$ cat config.mk
export PLATFORM = sky130hd
export DESIGN_NAME = ubx_nav_frame_parser_flat
export DESIGN_NICKNAME = d
export VERILOG_FILES = /design/src/rtl/unfp_pkg.sv /design/src/rtl/unfp_byte_if.sv /design/src/rtl/unfp_res_if.sv /design/src/rtl/unfp_parse.sv /design/src/rtl/unfp_out_stage.sv /design/src/rtl/ubx_nav_frame_parser.sv /design/src/flat_wrapper.sv
export SDC_FILE = /design/constraint.sdc
export NUM_CORES = 1
export LEC_CHECK = 0
export ABC_CLOCK_PERIOD_IN_PS = 5600
export BUFFER_PORTS_ARGS = -buffer_cell sky130_fd_sc_hd__clkbuf_2
export CAP_MARGIN = 20
export CELL_PAD_IN_SITES_DETAIL_PLACEMENT = 1
export CELL_PAD_IN_SITES_GLOBAL_PLACEMENT = 1
export CORE_UTILIZATION = 44
export CTS_CLUSTER_DIAMETER = 40
export DETAILED_ROUTE_END_ITERATION = 10
export PLACE_DENSITY_LB_ADDON = 0.1
export SKIP_CTS_REPAIR_TIMING = 1
export SYNTH_ARGS = -nofsm -noshare
export SYNTH_HDL_FRONTEND = slang
export SYNTH_SLANG_ARGS = --single-unit
$ cat constraint.sdc
create_clock -name clk -period 5.6 [get_ports clk]
set_input_delay 0.56 -clock clk [delete_from_list [all_inputs] [get_ports clk]]
set_output_delay 0.56 -clock clk [all_outputs]
set_load 0.02 [all_outputs]
$ cat src/rtl/unfp_pkg.sv
// Shared types and constants for the navigation frame parser.
// No dependencies; unfp_parse, unfp_out_stage and ubx_nav_frame_parser import it.
`default_nettype none

package unfp_pkg;

  typedef enum logic [2:0] {
    PH_SYNC1,
    PH_SYNC2,
    PH_CLASS,
    PH_ID,
    PH_LEN_LO,
    PH_LEN_HI,
    PH_PAYLOAD,
    PH_CHECK
  } phase_t;

  typedef enum logic [1:0] {
    KIND_PVT,
    KIND_ODO,
    KIND_LLH,
    KIND_NONE
  } kind_t;

  localparam logic [7:0] SYNC_A    = 8'hB5;
  localparam logic [7:0] SYNC_B    = 8'h62;
  localparam logic [7:0] NAV_CLASS = 8'h01;
  localparam logic [7:0] ID_PVT    = 8'h07;
  localparam logic [7:0] ID_ODO    = 8'h09;
  localparam logic [7:0] ID_LLH    = 8'h02;

  // Payload offsets 24..27 (longitude) and 28..31 (latitude), as 4-byte word numbers.
  localparam logic [5:0] LON_WORD = 6'd6;
  localparam logic [5:0] LAT_WORD = 6'd7;

  typedef struct packed {
    logic               frame_done;
    logic               frame_ok;
    kind_t              msg_kind;
    logic signed [31:0] latitude;
    logic signed [31:0] longitude;
  } res_t;

  typedef struct packed {
    phase_t     phase;
    logic [7:0] payload_len;
    logic [7:0] byte_count;
  } parse_status_t;

endpackage

`default_nettype wire

$ cat src/rtl/unfp_byte_if.sv
// Valid/ready channel carrying one received byte per item.
// Standalone; used on the input side of ubx_nav_frame_parser.
`default_nettype none

interface unfp_byte_if;
  logic       valid;
  logic       ready;
  logic [7:0] rx_byte;

  modport source (output valid, output rx_byte, input ready);
  modport sink   (input valid, input rx_byte, output ready);
endinterface

`default_nettype wire

$ cat src/rtl/unfp_res_if.sv
// Valid/ready channel carrying one parser result per item.
// Standalone; used on the output side of ubx_nav_frame_parser.
`default_nettype none

interface unfp_res_if;
  logic               valid;
  logic               ready;
  logic               frame_done;
  logic               frame_ok;
  logic [1:0]         msg_kind;
  logic signed [31:0] latitude_out;
  logic signed [31:0] longitude_out;

  modport source (output valid, output frame_done, output frame_ok, output msg_kind,
                  output latitude_out, output longitude_out, input ready);
  modport sink   (input valid, input frame_done, input frame_ok, input msg_kind,
                  input latitude_out, input longitude_out, output ready);
endinterface

`default_nettype wire

$ cat src/rtl/unfp_parse.sv
// Frame parser state machine, running Fletcher-8 sum and position capture.
// Depends on unfp_pkg.
`default_nettype none

module unfp_parse
  import unfp_pkg::*;
(
  input  logic          clk,
  input  logic          rst,
  input  logic          take,
  input  logic [7:0]    rx_byte,
  output res_t          res,
  output parse_status_t status
);

  phase_t      phase, phase_next;
  kind_t       kind, kind_next;
  logic [7:0]  payload_len, payload_len_next;
  logic [7:0]  byte_count, byte_count_next;
  logic [7:0]  sum_a, sum_a_next;
  logic [7:0]  sum_b, sum_b_next;
  logic [7:0]  ck_a, ck_a_next;
  logic [31:0] pend_lat, pend_lat_next;
  logic [31:0] pend_lon, pend_lon_next;
  logic [31:0] lat, lat_next;
  logic [31:0] lon, lon_next;
  logic        ok_flag, ok_flag_next;
  logic        done;

  logic [7:0]  fold_a;
  logic [7:0]  fold_b;
  logic [7:0]  count_inc;
  logic        id_known;
  kind_t       id_kind;
  logic        ck_match;

  assign fold_a    = sum_a + rx_byte;
  assign fold_b    = sum_b + fold_a;
  assign count_inc = byte_count + 8'd1;
  assign ck_match  = (ck_a == sum_a) && (rx_byte == sum_b);

  always_comb begin
    id_known = 1'b1;
    case (rx_byte)
      ID_PVT:  id_kind = KIND_PVT;
      ID_ODO:  id_kind = KIND_ODO;
      ID_LLH:  id_kind = KIND_LLH;
      default: begin
        id_kind  = KIND_NONE;
        id_known = 1'b0;
      end
    endcase
  end

  // Next phase
  always_comb begin
    phase_next = phase;
    case (phase)
      PH_SYNC1:   if (rx_byte == SYNC_A) phase_next = PH_SYNC2;
      PH_SYNC2:   phase_next = (rx_byte == SYNC_B) ? PH_CLASS : PH_SYNC1;
      PH_CLASS:   phase_next = (rx_byte == NAV_CLASS) ? PH_ID : PH_SYNC1;
      PH_ID:      phase_next = id_known ? PH_LEN_LO : PH_SYNC1;
      PH_LEN_LO:  phase_next = PH_LEN_HI;
      PH_LEN_HI: begin
        if (rx_byte != 8'd0) phase_next = PH_SYNC1;
        else if (payload_len != 8'd0) phase_next = PH_PAYLOAD;
        else phase_next = PH_CHECK;
      end
      PH_PAYLOAD: if (count_inc == payload_len) phase_next = PH_CHECK;
      PH_CHECK:   if (byte_count != 8'd0) phase_next = PH_SYNC1;
      default:    phase_next = PH_SYNC1;
    endcase
  end

  // Datapath and result
  always_comb begin
    kind_next        = kind;
    payload_len_next = payload_len;
    byte_count_next  = byte_count;
    sum_a_next       = sum_a;
    sum_b_next       = sum_b;
    ck_a_next        = ck_a;
    pend_lat_next    = pend_lat;
    pend_lon_next    = pend_lon;
    lat_next         = lat;
    lon_next         = lon;
    ok_flag_next     = ok_flag;
    done             = 1'b0;
    case (phase)
      PH_SYNC1: begin
        if (rx_byte == SYNC_A) begin
          sum_a_next       = 8'd0;
          sum_b_next       = 8'd0;
          byte_count_next  = 8'd0;
          payload_len_next = 8'd0;
          ok_flag_next     = 1'b0;
          pend_lat_next    = 32'd0;
          pend_lon_next    = 32'd0;
        end
      end
      PH_SYNC2: begin
      end
      PH_CLASS: begin
        if (rx_byte == NAV_CLASS) begin
          sum_a_next = fold_a;
          sum_b_next = fold_b;
        end
      end
      PH_ID: begin
        kind_next = id_kind;
        if (id_known) begin
          sum_a_next = fold_a;
          sum_b_next = fold_b;
        end
      end
      PH_LEN_LO: begin
        payload_len_next = rx_byte;
        sum_a_next       = fold_a;
        sum_b_next       = fold_b;
      end
      PH_LEN_HI: begin
        if (rx_byte == 8'd0) begin
          sum_a_next      = fold_a;
          sum_b_next      = fold_b;
          byte_count_next = 8'd0;
        end
      end
      PH_PAYLOAD: begin
        sum_a_next = fold_a;
        sum_b_next = fold_b;
        if (byte_count[7:2] == LON_WORD)
          pend_lon_next[{byte_count[1:0], 3'b000} +: 8] = rx_byte;
        else if (byte_count[7:2] == LAT_WORD)
          pend_lat_next[{byte_count[1:0], 3'b000} +: 8] = rx_byte;
        byte_count_next = (count_inc == payload_len) ? 8'd0 : count_inc;
      end
      PH_CHECK: begin
        if (byte_count == 8'd0) begin
          ck_a_next       = rx_byte;
          byte_count_next = 8'd1;
        end else begin
          ok_flag_next = ck_match;
          if (ck_match && kind == KIND_PVT) begin
            lat_next = pend_lat;
            lon_next = pend_lon;
          end
          done            = 1'b1;
          byte_count_next = 8'd0;
        end
      end
      default: begin
      end
    endcase
  end

  assign res.frame_done = done;
  assign res.frame_ok   = ok_flag_next;
  assign res.msg_kind   = kind_next;
  assign res.latitude   = lat_next;
  assign res.longitude  = lon_next;

  assign status.phase       = phase;
  assign status.payload_len = payload_len;
  assign status.byte_count  = byte_count;

  always_ff @(posedge clk) begin
    if (rst) begin
      phase       <= PH_SYNC1;
      kind        <= KIND_NONE;
      payload_len <= 8'd0;
      byte_count  <= 8'd0;
      sum_a       <= 8'd0;
      sum_b       <= 8'd0;
      ck_a        <= 8'd0;
      pend_lat    <= 32'd0;
      pend_lon    <= 32'd0;
      lat         <= 32'd0;
      lon         <= 32'd0;
      ok_flag     <= 1'b0;
    end else if (take) begin
      phase       <= phase_next;
      kind        <= kind_next;
      payload_len <= payload_len_next;
      byte_count  <= byte_count_next;
      sum_a       <= sum_a_next;
      sum_b       <= sum_b_next;
      ck_a        <= ck_a_next;
      pend_lat    <= pend_lat_next;
      pend_lon    <= pend_lon_next;
      lat         <= lat_next;
      lon         <= lon_next;
      ok_flag     <= ok_flag_next;
    end
  end

endmodule

`default_nettype wire

$ cat src/rtl/unfp_out_stage.sv
// Result register with valid flag; frees itself in the cycle it is read.
// Depends on unfp_pkg.
`default_nettype none

module unfp_out_stage
  import unfp_pkg::*;
(
  input  logic clk,
  input  logic rst,
  input  logic load,
  input  res_t d,
  output logic valid,
  input  logic ready,
  output res_t q,
  output logic space
);

  assign space = !valid || ready;

  always_ff @(posedge clk) begin
    if (rst) begin
      valid <= 1'b0;
    end else if (load) begin
      valid <= 1'b1;
    end else if (ready) begin
      valid <= 1'b0;
    end
  end

  always_ff @(posedge clk) begin
    if (load) begin
      q <= d;
    end
  end

endmodule

`default_nettype wire

$ cat src/rtl/ubx_nav_frame_parser.sv
// Byte-serial parser for binary navigation frames (sync B5 62, class, id,
// length, payload, two Fletcher-8 check bytes).
//
// Channels: rx carries one received byte per item; res carries one result
// per accepted byte (frame_done, frame_ok, msg_kind, latitude_out,
// longitude_out). Every byte yields exactly one result, in order.
//
// Each accepted byte's result is held in the result register for res.
// Throughput: one byte per clock while res.ready is high, set by the single
// result register; parser state and checksum update in the accepting cycle.
//
// Stall: rx.ready stays high while the result register is empty or is
// being read in the same cycle. When res.ready holds low with a result
// waiting, rx.ready drops and the parser state holds.
//
// Reset (rst, synchronous): parser hunts for the first sync byte, kind is
// none, checksum, position and flags clear, result register empties.
// Depends on unfp_pkg, unfp_byte_if, unfp_res_if, unfp_parse, unfp_out_stage.
`default_nettype none

module ubx_nav_frame_parser
  import unfp_pkg::*;
(
  input  logic              clk,
  input  logic              rst,
  unfp_byte_if.sink         rx,
  unfp_res_if.source        res
);

  logic          take;
  logic          space;
  res_t          res_d;
  res_t          res_q;
  parse_status_t status;

  // Accept whenever the result register can take the matching result.
  assign rx.ready = space;
  assign take     = rx.valid && space;

  unfp_parse u_parse (
    .clk     (clk),
    .rst     (rst),
    .take    (take),
    .rx_byte (rx.rx_byte),
    .res     (res_d),
    .status  (status)
  );

  unfp_out_stage u_out (
    .clk   (clk),
    .rst   (rst),
    .load  (take),
    .d     (res_d),
    .valid (res.valid),
    .ready (res.ready),
    .q     (res_q),
    .space (space)
  );

  assign res.frame_done    = res_q.frame_done;
  assign res.frame_ok      = res_q.frame_ok;
  assign res.msg_kind      = res_q.msg_kind;
  assign res.latitude_out  = res_q.latitude;
  assign res.longitude_out = res_q.longitude;

  // Inside a payload the count always trails a nonzero length.
  a_payload_count: assert property (@(posedge clk) disable iff (rst)
    status.phase == PH_PAYLOAD |->
      (status.payload_len != 8'd0) && (status.byte_count < status.payload_len))
    else $error("payload count out of range");

  // Only the two check bytes are counted in the check phase.
  a_check_count: assert property (@(posedge clk) disable iff (rst)
    status.phase == PH_CHECK |-> status.byte_count <= 8'd1)
    else $error("check byte count out of range");

  // A first sync byte clears frame_ok in its own result.
  a_sync_clears_ok: assert property (@(posedge clk) disable iff (rst)
    take && status.phase == PH_SYNC1 && rx.rx_byte == SYNC_A |=>
      res.valid && !res.frame_ok)
    else $error("frame_ok not cleared at sync");

  // A result that is not a frame end never reports a completed check.
  a_done_only_in_check: assert property (@(posedge clk) disable iff (rst)
    take && status.phase != PH_CHECK |=> !res.frame_done)
    else $error("frame_done outside check phase");

endmodule

`default_nettype wire
$ cat src/flat_wrapper.sv
// flat-port wrapper written by rule: the top's interface ports become plain ports
module ubx_nav_frame_parser_flat import unfp_pkg::*;
  (clk, rst, rx_valid, rx_rx_byte, rx_ready, res_valid, res_frame_done, res_frame_ok, res_msg_kind, res_latitude_out, res_longitude_out, res_ready);
  unfp_byte_if rx_i ();
  unfp_res_if res_i ();
  input  logic clk;
  input  logic rst;
  input wire logic [$bits(rx_i.valid)-1:0] rx_valid;
  input wire logic [$bits(rx_i.rx_byte)-1:0] rx_rx_byte;
  output wire logic [$bits(rx_i.ready)-1:0] rx_ready;
  output wire logic [$bits(res_i.valid)-1:0] res_valid;
  output wire logic [$bits(res_i.frame_done)-1:0] res_frame_done;
  output wire logic [$bits(res_i.frame_ok)-1:0] res_frame_ok;
  output wire logic [$bits(res_i.msg_kind)-1:0] res_msg_kind;
  output wire logic [$bits(res_i.latitude_out)-1:0] res_latitude_out;
  output wire logic [$bits(res_i.longitude_out)-1:0] res_longitude_out;
  input wire logic [$bits(res_i.ready)-1:0] res_ready;
  assign rx_i.valid = rx_valid;
  assign rx_i.rx_byte = rx_rx_byte;
  assign rx_ready = rx_i.ready;
  assign res_valid = res_i.valid;
  assign res_frame_done = res_i.frame_done;
  assign res_frame_ok = res_i.frame_ok;
  assign res_msg_kind = res_i.msg_kind;
  assign res_latitude_out = res_i.latitude_out;
  assign res_longitude_out = res_i.longitude_out;
  assign res_i.ready = res_ready;
  ubx_nav_frame_parser u_core (.clk(clk), .rst(rst), .rx(rx_i), .res(res_i));
endmodule
## Word-level counts from Yosys, hierarchy flattened

Index checks and enable logic that the tools add are counted.

| cells by class | value |
|---|---|
| $add $sub $neg | 4 |
| equal/unequal tests | 27 |
| shift operators | 2 |
| multiplexer cells | 46 |
| reduce and logical (&&, ||, !) cells | 26 |

Operators by type and width:

| operator | number |
|---|---|
| 2-to-1 mux 32 bit | 10 |
| one-hot mux 32 bit (2 select lines) | 2 |
| one-hot mux 8 bit (5 select lines) | 2 |
| 2-to-1 mux 8 bit | 9 |
| bitwise mux 32 bit | 2 |
| one-hot mux 8 bit (4 select lines) | 1 |
| variable shift 8 x 7 -> 32 bit, first input constant | 1 |
| indexed part select 8 x 7 -> 32 bit | 1 |
| equality test 8 bit | 3 |
| one-hot mux 3 bit (8 select lines) | 1 |
| nonzero test 8 bit | 3 |
| inequality test 2 bit, second input constant | 9 |
| adder 8 bit | 2 |
| zero test 8 bit | 2 |
| one-hot mux 8 bit (2 select lines) | 1 |
| 2-to-1 mux 3 bit | 5 |
| equality test 3 bit, second input constant | 4 |
| equality test 6 x 3 -> 1 bit, second input constant | 2 |
| AND reduction 4 bit | 3 |
| adder 8 x 1 -> 8 bit, second input constant | 1 |
| equality test 8 x 1 -> 1 bit, second input constant | 1 |
| equality test 8 x 2 -> 1 bit, second input constant | 1 |
| equality test 8 x 3 -> 1 bit, second input constant | 1 |
| equality test 8 x 4 -> 1 bit, second input constant | 1 |
| other kinds (22) | 37 |

| word-level totals | value |
|---|---|
| register bits after elaboration | 243 |
| input bits | 12 |
| output and inout bits | 70 |
| word-level logic and storage cells | 123 |

## Logic depth before layout (Yosys ltp)

Gate-level depths: netlist (run 1).

| depth | value |
|---|---|
| depth after elaboration | 6 |
| gate-level depth with buffers | 13 |
| mapped depth without buffers | 13 |

## Hierarchy

Synthesis (run 1) repeated with hierarchy kept, for this count alone.

| second synthesis, totals | value |
|---|---|
| cell total of the unflattened synthesis | 1012 |
| area total of the unflattened synthesis | 10839.1 um^2 |

By module, submodules not included:

| module | times used | cells each | area an instance (um^2) | sequential area each (um^2) |
|---|---|---|---|---|
| unfp_parse | 1 | 939 | 8744.6 | 3483.3 |
| unfp_out_stage | 1 | 72 | 2088.3 | 2062.0 |
| ubx_nav_frame_parser | 1 | 1 | 6.3 | 0.0 |

## Worst setup path before layout (run 1)

Ideal clock, no wire load.

| timing path | value |
|---|---|
| path type | in2reg |
| from | input res_ready |
| to | register u_core.u_parse.sum_b[7] |
| setup time | 0.074 ns |
| arrival time | 3.548 ns |
| required time | 5.526 ns |
| path slack | 1.978 ns |
| stages on the path | 9 |
| path buffers | 2 |
| cells stage by stage | nand2b_1 nand2_1 inv_1 buf_2 o21ai_1 a221o_1 buf_2 or4_1 a31oi_1 |

| between the ends | value |
|---|---|
| cells in the longest elaborated chain, start to end | 3 |

Ends and longest elaborated chain:

| element | RTL line | text |
|---|---|---|
| start: declaration | flat_wrapper.sv:17 | `input wire logic [$bits(res_i.ready)-1:0] res_ready;` |
| logical OR 1 bit | unfp_out_stage.sv:18 | `assign space = !valid \|\| ready;` |
| logical AND 1 bit | ubx_nav_frame_parser.sv:38 | `assign take = rx.valid && space;` |
| net u_core.take | ubx_nav_frame_parser.sv:30 | `logic take;` |
| AND reduction 6 bit (no source line) | - |  |
| end signal: assignment | unfp_parse.sv:186 | `sum_b <= sum_b_next;` |
| end: declaration | unfp_parse.sv:21 | `logic [7:0] sum_b, sum_b_next;` |

The timed path passes the listed nets, and every way through them passes these cells.
A chain may end at the register's enable or synchronous reset.

## Final worst setup path (run 1)

| timing path | value |
|---|---|
| from | register u_core.u_parse.phase[1] |
| to | register u_core.u_parse.pend_lat[5] |

| between the ends | value |
|---|---|
| cells in the longest elaborated chain, start to end | 3 |
| elaborated cells between the ends (all ways) | 8 |
| those cells by class | 4 x eq/ne; 1 x mux; 3 x reduce/logical |

Ends and longest elaborated chain:

| element | RTL line | text |
|---|---|---|
| start: declaration | unfp_parse.sv:16 | `phase_t phase, phase_next;` |
| start signal: assignment | unfp_parse.sv:181 | `phase <= phase_next;` |
| equality test 3 bit / zero test 3 bit (equally long branches) | unfp_parse.sv:89 | `case (phase)` |
| inequality test 2 bit (no source line) / nonzero test 2 bit (equally long branches) | - |  |
| AND reduction 5 bit (no source line) | - |  |
| end signal: assignment | unfp_parse.sv:188 | `pend_lat <= pend_lat_next;` |
| end: declaration | unfp_parse.sv:23 | `logic [31:0] pend_lat, pend_lat_next;` |

Several ways; a longest one is shown, not always the timed one.

==> flow_metrics.tcl, run 1 <==
set metrics [dict create \
    status "finished clean" \
    critPathLaunchType "flop" \
    synth_adder_area_share_pct 2.59 \
    die_h_microns 158 \
    final.period_utilization_pct 61.9 \
    wl_per_cell_microns 18.3 \
    ant_nets 0 \
    hpwlAfterDp_mm 17.4 \
    num_io_pins 82 \
    worstPathArrival_ps 3850 \
    synth_edf_count 68 \
    layout.nets 1212 \
    drc 0 \
    drtIter0Drc 307 \
    rows 56 \
    cts_max_level 2 \
    cap_violations 0 \
    synthesis.area_sq_um 10700 \
    syn_to_final_growth_pct 17.7 \
    drt-total-wl_mm 27.9 \
    fin_skew_ps 26.8 \
    relSlewSlack_pct 25.3 \
    clockBufferDepth 3 \
    synth_top_cell_area_share_pct 32.6 \
    fillers 2715 \
    maxSlewViolCount 0 \
    globalplace.congestion 0.808 \
    synth_top_area_cell "dfxtp_1" \
    synth_ff_type "dfxtp_1" \
    synth_compound_area_share_pct 10.9 \
    cts_tree "done" \
    synth_area_leaders "dfxtp_1 33%, edfxtp_1 19%, mux2_2 6.7%, nand2_1 6.6%, a21oi_1 6.4%" \
    crit_family "simple AND/OR/NAND/NOR gates" \
    antenna_found_initial 0 \
    async_reset_ff_share_pct 0 \
    power_density_nw_per_um2 346 \
    grt_max_degree 77 \
    numPortBuffers 81 \
    drive_gt1_share_pct 18.6 \
    critPathRequiredTime_ps 5980 \
    syn_avg_cell_area_sq_um 9.60 \
    regArea_sq_um 5550 \
    yosysWarnings 0 \
    cts_root_buf "clkbuf_16" \
    clock_sinks 243 \
    via_per_inst 5.40 \
    cp_max_fo 19 \
    synth.ff_latch_count 243 \
    clk_pin_slew_worst_paths_ps 60 \
    yosysUniqueCellTypes 58 \
    p_leak_nw 4.86 \
    min_path_type "in2reg" \
    grt_first_pass_wirelength_mm 45.7 \
    die_w_microns 158 \
    path_cells "nand3b_1, nor3_1, a21oi_1, nor2_1, nor2b_1, mux2i_1, nor2_1" \
    slowest_stage "nor2b_1" \
    fp.dieArea_sq_um 25000 \
    initial_utilization_pct 45.3 \
    critPathBufInv 0 \
    fin_crit_ps 3470 \
    syn_inst 1118 \
    synth_xor_area_share_pct 3.16 \
    cp_common_cell "nor2_1" \
    yosysSeqAreaShare_pct 51.6 \
    synthSimpleGateAreaFrac_pct 18.1 \
    tns_ps 0 \
    synth_nets 1151 \
    multiInputGateArea_sq_um 4850 \
    fmax_mhz 288 \
    ir_worst_vdd_mv 0.216 \
    worst_pin_slew_ps 1110 \
    globalRouteTotalUtil_pct 23.3 \
    worstSetupEndpointType "flop" \
    fin_util_pct 53.4 \
    fp.coreArea_sq_um 23700 \
    setup-violations-final 0 \
    firstDrtPassIters 4 \
    criticalPathCategory "reg2reg" \
    synth_top_family_by_area "simple AND/OR/NAND/NOR gates" \
    via_count 8234 \
    max_stage_delay_ps 880 \
    grt_setup_unrepaired "false" \
    n_antenna_cell 0 \
    whs_ps 308 \
    grt_pass1_vias 8518 \
    cts-buffers-inserted 38 \
    grt_overflow 0 \
    hold_viol 0 \
    synthMuxAreaShare_pct 10.4 \
    clkLatencyLatePin_ps 520 \
]
-- area by class of cell --
type,count,area share [%]
timing repair buffer,91,3.82
tap,319,3.16
clock inverter,24,2.26
multi-input combinational,791,38.4
inverter,14,0.416
clock buffer,44,8.12
sequential,243,43.9
-- sequential cells by signal (all words and copies together), names as in the netlist, 32 cells and up --
signal and flops:
u_core.u_out.q 68, u_core.u_parse.lat 32, u_core.u_parse.lon 32, u_core.u_parse.pend_lat 32, u_core.u_parse.pend_lon 32
-- cells in the mapped netlist, types with 4 or more instances --
cell type	number
mux2_2	64
a311oi_1	5
and2_1	17
xnor2_1	11
nor2b_1	5
mux2i_1	40
nor2_1	96
ha_1	19
buf_2	23
inv_1	14
nand3_1	52
and3_1	5
or3_1	5
clkbuf_1	47
a21oi_1	137
nand2_1	190
nand3b_1	4
a22oi_1	9
o21a_1	6
o21bai_1	4
nor3_1	15
o21ai_1	6
nor4_1	10
xor2_1	25
edfxtp_1	68
nand2b_1	10
o21ai_0	12
dfxtp_1	175
-- power breakdown --
part	switching, mW	internal, mW	total (mW)	leakage, nW
clock	0.844	1.55	2.40	0.635
sequential	0.00689	1.83	1.84	2.08
combinational	0.111	0.0328	0.143	2.15
total	0.961	3.42	4.38	4.86
-- cell families (layout without fill, tap and decap cells) --
logic type,after synthesis,in the layout
AND/OR/NAND/NOR,426,426
flip-flops,243,243
AO/OA/AOI/OAI,203,203
multiplexers,104,104
buffers and inverters,84,173
XOR/XNOR,37,37
adder cells (fa/ha/maj),21,21
-- through the flow --
step                cell area, sq um  instances  power, mW  worst slack, ps
global placement               11300       1457       2.02             1800
finish                         12600       1526       4.38             2130
CTS                            12600       1525       4.43             2160
global route                   12600       1526       4.51             1880
floorplan                      10700       1118       1.96             1980
detailed placement             11300       1457       2.02             1680
-- path summary, 6_finish.rpt --
kind / from / endpoint / slack (ps) / depth (start not counted)
worst min register to register: u_core.u_parse.lon[18] / u_core.u_parse.lon[18] / 450 / 2
worst max register to register: u_core.u_parse.phase[1] / u_core.u_parse.pend_lat[5] / 2130 / 7
worst min-delay path: rx_valid / u_core.u_out.valid / 310 / 3
worst max-delay path: u_core.u_parse.phase[1] / u_core.u_parse.pend_lat[5] / 2130 / 7
-- worst min-delay path, cell delays in order --
cell and delay [ps]:
clkbuf_2 100, inv_1 50, a21oi_1 50
-- layout by cell type, fill, tap and decap left out, types with 3 or more instances in the layout --
cell	count
nand2_1	190
dfxtp_1	175
a21oi_1	137
nor2_1	96
clkbuf_2	80
edfxtp_1	68
mux2_2	64
nand3_1	52
mux2i_1	40
clkbuf_16	40
xor2_1	25
ha_1	19
and2_1	17
nor3_1	15
inv_1	13
o21ai_0	12
xnor2_1	11
buf_4	11
nand2b_1	10
nor4_1	10
a22oi_1	9
o21ai_1	6
o21a_1	6
nor2b_1	5
and3_1	5
a311oi_1	5
bufinv_16	5
clkinv_2	5
nand3b_1	4
o21bai_1	4
or3_1	4
clkinvlp_4	4
a31oi_1	3
o211ai_1	3
a21o_1	3
and4_1	3
clkinv_4	3
clkbuf_1	3
-- metal layers --
metal | GRT usage, % | wire length, microns | vias to the layer above
met5 | 0 | 0 | -
met1 | 30.8 | 13200 | 4016
li1 | - | - | 4043
met2 | 39.3 | 13200 | 133
met3 | 2.98 | 971 | 42
met4 | 7.10 | 507 | 0
(Power assumes the default switching activity.)
==> run 2, diff against run 1 <==
- ABC_CLOCK_PERIOD_IN_PS: 5600 -> 3070
- CORE_UTILIZATION: 44 -> 42
- clock period: 5.6 -> 3.07 ns (I/O delays scaled with it)
==> run 2 against run 1 <==
  * Sequential share of layout area shrank 2.2 points
  * Wire length increased by 7.0%
  * Total power grew 93%
  * Sequential power grew 82%
  * Via count up 4.0%
==> flow_metrics.tcl, run 2 (same netlist as run 1, synthesis figures left out) <==
set metrics [dict create \
    stdcell_area_sq_um 13300 \
    max_stage_delay_ps 400 \
    slowest_stage "or4_1" \
    final_common_cell "nand2_1" \
    clkLatencyLatePin_ps 530 \
    path_cells "ha_4, fa_2, a21o_1, a21oi_4, xnor2_2, ha_4, nand3_2, o211ai_1, nor4_4, nor3_2, xnor2_1, or4_1, a31oi_1" \
    die_h_microns 162 \
    fmax_mhz 337 \
    drive_gt1_share_pct 23.3 \
    crit_family "compound AO/OA/AOI/OAI gates" \
    cts_max_level 2 \
    n_antenna_cell 0 \
    cts_tree "done" \
    cts_root_buf "clkbuf_16" \
    drt-total-wl_mm 29.8 \
    largest_reg_flops 68 \
    hpwlAfterDp_mm 19.4 \
    via_per_inst 5.38 \
    clk_pin_slew_worst_paths_ps 50 \
    ir_worst_vdd_mv 0.392 \
    critPathBufInv 0 \
    fp.dieArea_sq_um 26200 \
    cts-buffers-inserted 41 \
    cap_violations 0 \
    critPathRequiredTime_ps 3510 \
    power_density_nw_per_um2 634 \
    via_count 8563 \
    globalplace.congestion 0.893 \
    whs_ps 33.9 \
    numPortBuffers 81 \
    num_io_pins 82 \
    cp_max_fo 4 \
    setup-violations-final 0 \
    hold_viol 0 \
    relSlewSlack_pct 51.9 \
    clock_sinks 243 \
    maxSlewViolCount 0 \
    final.period_utilization_pct 96.6 \
    min_path_type "in2reg" \
    drc 0 \
    placed_area_sq_um 11800 \
    clockBufferDepth 3 \
    layout.nets 1263 \
    regMostFlops "u_core.u_out.q" \
    grt_overflow 0 \
    grt_pass1_vias 8902 \
    p_leak_nw 5.22 \
    cp_common_cell "ha_4" \
    initial_utilization_pct 42.8 \
    grt_first_pass_wirelength_mm 47.7 \
    fin_skew_ps 25.6 \
    critPathLaunchType "flop" \
    globalRouteTotalUtil_pct 23.1 \
    worstSetupEndpointType "flop" \
    firstDrtPassIters 5 \
    fp.coreArea_sq_um 25100 \
    antenna_found_initial 0 \
    drtIter0Drc 350 \
    fin_crit_ps 2970 \
    grt_max_degree 78 \
    die_w_microns 162 \
    grt_setup_unrepaired "true" \
    wl_per_cell_microns 18.7 \
    rows 58 \
    worstPathArrival_ps 3410 \
    layout_common_cells "190 x nand2_1, 173 x dfxtp_1, 134 x a21oi_1, 96 x nor2_1, 80 x clkbuf_2" \
    status "finished clean" \
    worst_pin_slew_ps 722 \
    criticalPathCategory "reg2reg" \
    ant_nets 0 \
    syn_to_final_growth_pct 24.1 \
]
## run 2: path summary, 6_finish.rpt
check / startpoint / cells past startpoint / slack [ps] / to
setup / recovery: u_core.u_parse.sum_a[0] / 13 / 100 / u_core.u_parse.sum_b[7]
hold / removal: rx_valid / 3 / 30 / u_core.u_out.valid
setup reg to reg: u_core.u_parse.sum_a[0] / 13 / 100 / u_core.u_parse.sum_b[7]
hold reg to reg: u_core.u_parse.lat[0] / 2 / 450 / u_core.u_parse.lat[0]
## run 2: metal layers
metal,routed length (microns),track usage (%)
met5,0,0
met4,529,6.48
met3,1090,4.01
met2,14700,40.1
met1,13500,29.4
## run 2: report_power, final
group,switching [mW],total [mW],internal [mW]
Combinational,0.219,0.300,0.0817
Sequential,0.0132,3.35,3.34
Clock,1.65,4.80,3.15
Total,1.88,8.45,6.57
## run 2: area by class of cell
cell class | instances | area, sq um
clock buffer | 51 | 1170
clock inverter | 24 | 290
fill | 2795 | 11800
inverter | 14 | 52.6
multi-input combinational | 791 | 4930
sequential | 243 | 5550
tap | 330 | 413
timing repair buffer | 139 | 918
## run 2: tightest hold or removal path, delay by kind of cell
family | cells | cell delay, ps
AOI/OAI and AO/OA | 1 | 50
buffers and inverters | 2 | 140
## run 2: per-stage QoR
step                      total power, mW  setup TNS (ps)  utilization (%)  instances  worst slack (ps)
after global routing                 8.70           -78.0             53.0       1592             -78.0
after CTS                            8.54            -136             52.6       1589              -136
after detailed placement             3.72            -243             46.8       1514              -243
final                                8.45               0             53.0       1592               105
after floorplan                      3.58               0                -       1118              91.2
after global placement               3.71            -162             46.8       1514              -162
==> run 3, diff against run 2 <==
--- a/config.mk
+++ b/config.mk
@@ -7,3 +7,3 @@
 export LEC_CHECK = 0
-export ABC_CLOCK_PERIOD_IN_PS = 3070
+export ABC_CLOCK_PERIOD_IN_PS = 3350
 export BUFFER_PORTS_ARGS = -buffer_cell sky130_fd_sc_hd__clkbuf_2
@@ -12,3 +12,3 @@
 export CELL_PAD_IN_SITES_GLOBAL_PLACEMENT = 1
-export CORE_UTILIZATION = 42
+export CORE_UTILIZATION = 44
 export CTS_CLUSTER_DIAMETER = 40
==> constraint.sdc (replaced) <==
create_clock -name clk -period 3.35 [get_ports clk]
set_input_delay 0.335 -clock clk [delete_from_list [all_inputs] [get_ports clk]]
set_output_delay 0.335 -clock clk [all_outputs]
set_load 0.01 [all_outputs]
==> run 3 against run 2 <==
  * Global-route usage up 0.67 points
  * Sequential share of layout area up 1.7 points
  * Register-to-register slack better by 170 ps
  * Via count down 2.3%
  * Wire length down 3.0%
  * Hold slack better by 59 ps
  * Clock skew down 9.6 ps
  * Largest power group unchanged
  * Highest routed layer unchanged
==> flow_metrics.tcl, run 3 (same netlist as run 1, synthesis figures left out) <==
set metrics [dict create \
    largest_reg_flops 68 \
    via_per_inst 5.41 \
    fin_crit_ps 3080 \
    cts-buffers-inserted 39 \
    final.period_utilization_pct 91.9 \
    num_io_pins 82 \
    via_count 8369 \
    fin_skew_ps 16.0 \
    globalRouteTotalUtil_pct 23.8 \
    criticalPathCategory "reg2reg" \
    critPathRequiredTime_ps 3790 \
    worstPathArrival_ps 3520 \
    setup-violations-final 0 \
    clockBufferDepth 3 \
    fp.dieArea_sq_um 25000 \
    syn_to_final_growth_pct 19.2 \
    globalplace.congestion 0.820 \
    power_density_nw_per_um2 563 \
    cts_root_buf "clkbuf_16" \
    drtIter0Drc 428 \
    layout.nets 1230 \
    numPortBuffers 81 \
    n_antenna_cell 0 \
    tns_ps 0 \
    critPathBufInv 0 \
    die_w_microns 158 \
    cts_tree "done" \
    maxSlewViolCount 0 \
    die_h_microns 158 \
    worst_pin_slew_ps 1030 \
    hpwlAfterDp_mm 17.9 \
    stdcell_area_sq_um 12800 \
    slowest_stage "or4_1" \
    setup_ws_ps 271 \
    clk_pin_slew_worst_paths_ps 50 \
    final_common_cell "nand2_1" \
    grt_setup_unrepaired "false" \
    cts_max_level 2 \
    path_cells "ha_1, fa_2, a21o_1, a21oi_2, xnor2_1, ha_1, nand3_1, o211ai_1, nor4_1, nor3_1, xnor2_1, or4_1, a31oi_1" \
    clkLatencyLatePin_ps 530 \
    rows 56 \
    relSlewSlack_pct 30.7 \
    firstDrtPassIters 5 \
    drc 0 \
    ir_worst_vdd_mv 0.431 \
    fp.coreArea_sq_um 23700 \
    initial_utilization_pct 45.3 \
    drt-total-wl_mm 28.9 \
    grt_max_degree 73 \
    critPathLaunchType "flop" \
    grt_pass1_vias 8607 \
    grt_first_pass_wirelength_mm 46.4 \
    drive_gt1_share_pct 20.2 \
    p_leak_nw 4.96 \
    cp_max_fo 4 \
    ant_nets 0 \
    crit_family "adder cells" \
    hold_viol 0 \
    grt_overflow 0 \
    regMostFlops "u_core.u_out.q" \
    fmax_mhz 325 \
    clock_sinks 243 \
    min_path_type "in2reg" \
    antenna_found_initial 0 \
    cap_violations 0 \
    max_stage_delay_ps 400 \
    layout_common_cells "190 x nand2_1, 175 x dfxtp_1, 136 x a21oi_1, 96 x nor2_1, 80 x clkbuf_2" \
    placed_area_sq_um 11500 \
    preCtsSetupSlack_ps 24.9 \
    status "finished clean" \
    wl_per_cell_microns 18.7 \
    worstSetupEndpointType "flop" \
]
## run 3: worst reg2reg max path: cells and delay by family (launching register included)
kind,cells,cell delay [ps]
AO/OA/AOI/OAI,4,750
XOR/XNOR,2,210
adder cells (fa/ha/maj),3,950
flip-flops,1,330
AND/OR/NAND/NOR,4,770
## run 3: path summary, 6_finish.rpt
kind | cells past startpoint | slack, ps | startpoint | to
worst min register to register | 2 | 450 | u_core.u_parse.lon[0] | u_core.u_parse.lon[0]
worst min-delay path | 3 | 90 | rx_valid | u_core.u_out.valid
worst max-delay path | 13 | 270 | u_core.u_parse.sum_a[0] | u_core.u_parse.sum_b[7]
worst max register to register | 13 | 270 | u_core.u_parse.sum_a[0] | u_core.u_parse.sum_b[7]
## run 3: where the power goes
group / total (mW) / internal [mW] / switching (mW) / leakage, nW
clock: 3.91 / 2.42 / 1.50 / 0.632
sequential: 3.07 / 3.06 / 0.0111 / 2.08
combinational: 0.226 / 0.0629 / 0.163 / 2.25
total: 7.21 / 5.54 / 1.67 / 4.96
## run 3: final cells by class
type                       count  area [sq um]
multi-input combinational    791          4850
timing repair buffer         108           661
sequential                   243          5550
clock inverter                23           204
fill                        2704         10900
clock buffer                  49          1080
inverter                      14          52.6
tap                          319           399
## run 3: metrics by stage
stage / cells / utilization, % / hold slack [ps] / total power, mW
2_1_floorplan: 1118 / - / 428 / 3.25
3_3_place_gp: 1474 / 48.6 / 434 / 3.35
3_5_place_dp: 1474 / 48.6 / 443 / 3.36
4_1_cts: 1546 / 54.0 / 81.5 / 7.29
5_1_grt: 1547 / 54.1 / 105 / 7.42
6_report: 1547 / 54.1 / 92.8 / 7.21
## run 3: metal layers
layer  GRT usage [%]  up-vias  part of all wire (%)
met2            40.8      159                    48
met1            30.7     4098                    46
met4            7.01        0                   2.0
met3            3.67       47                   3.8
met5               0        -                     0
li1                -     4065                     -
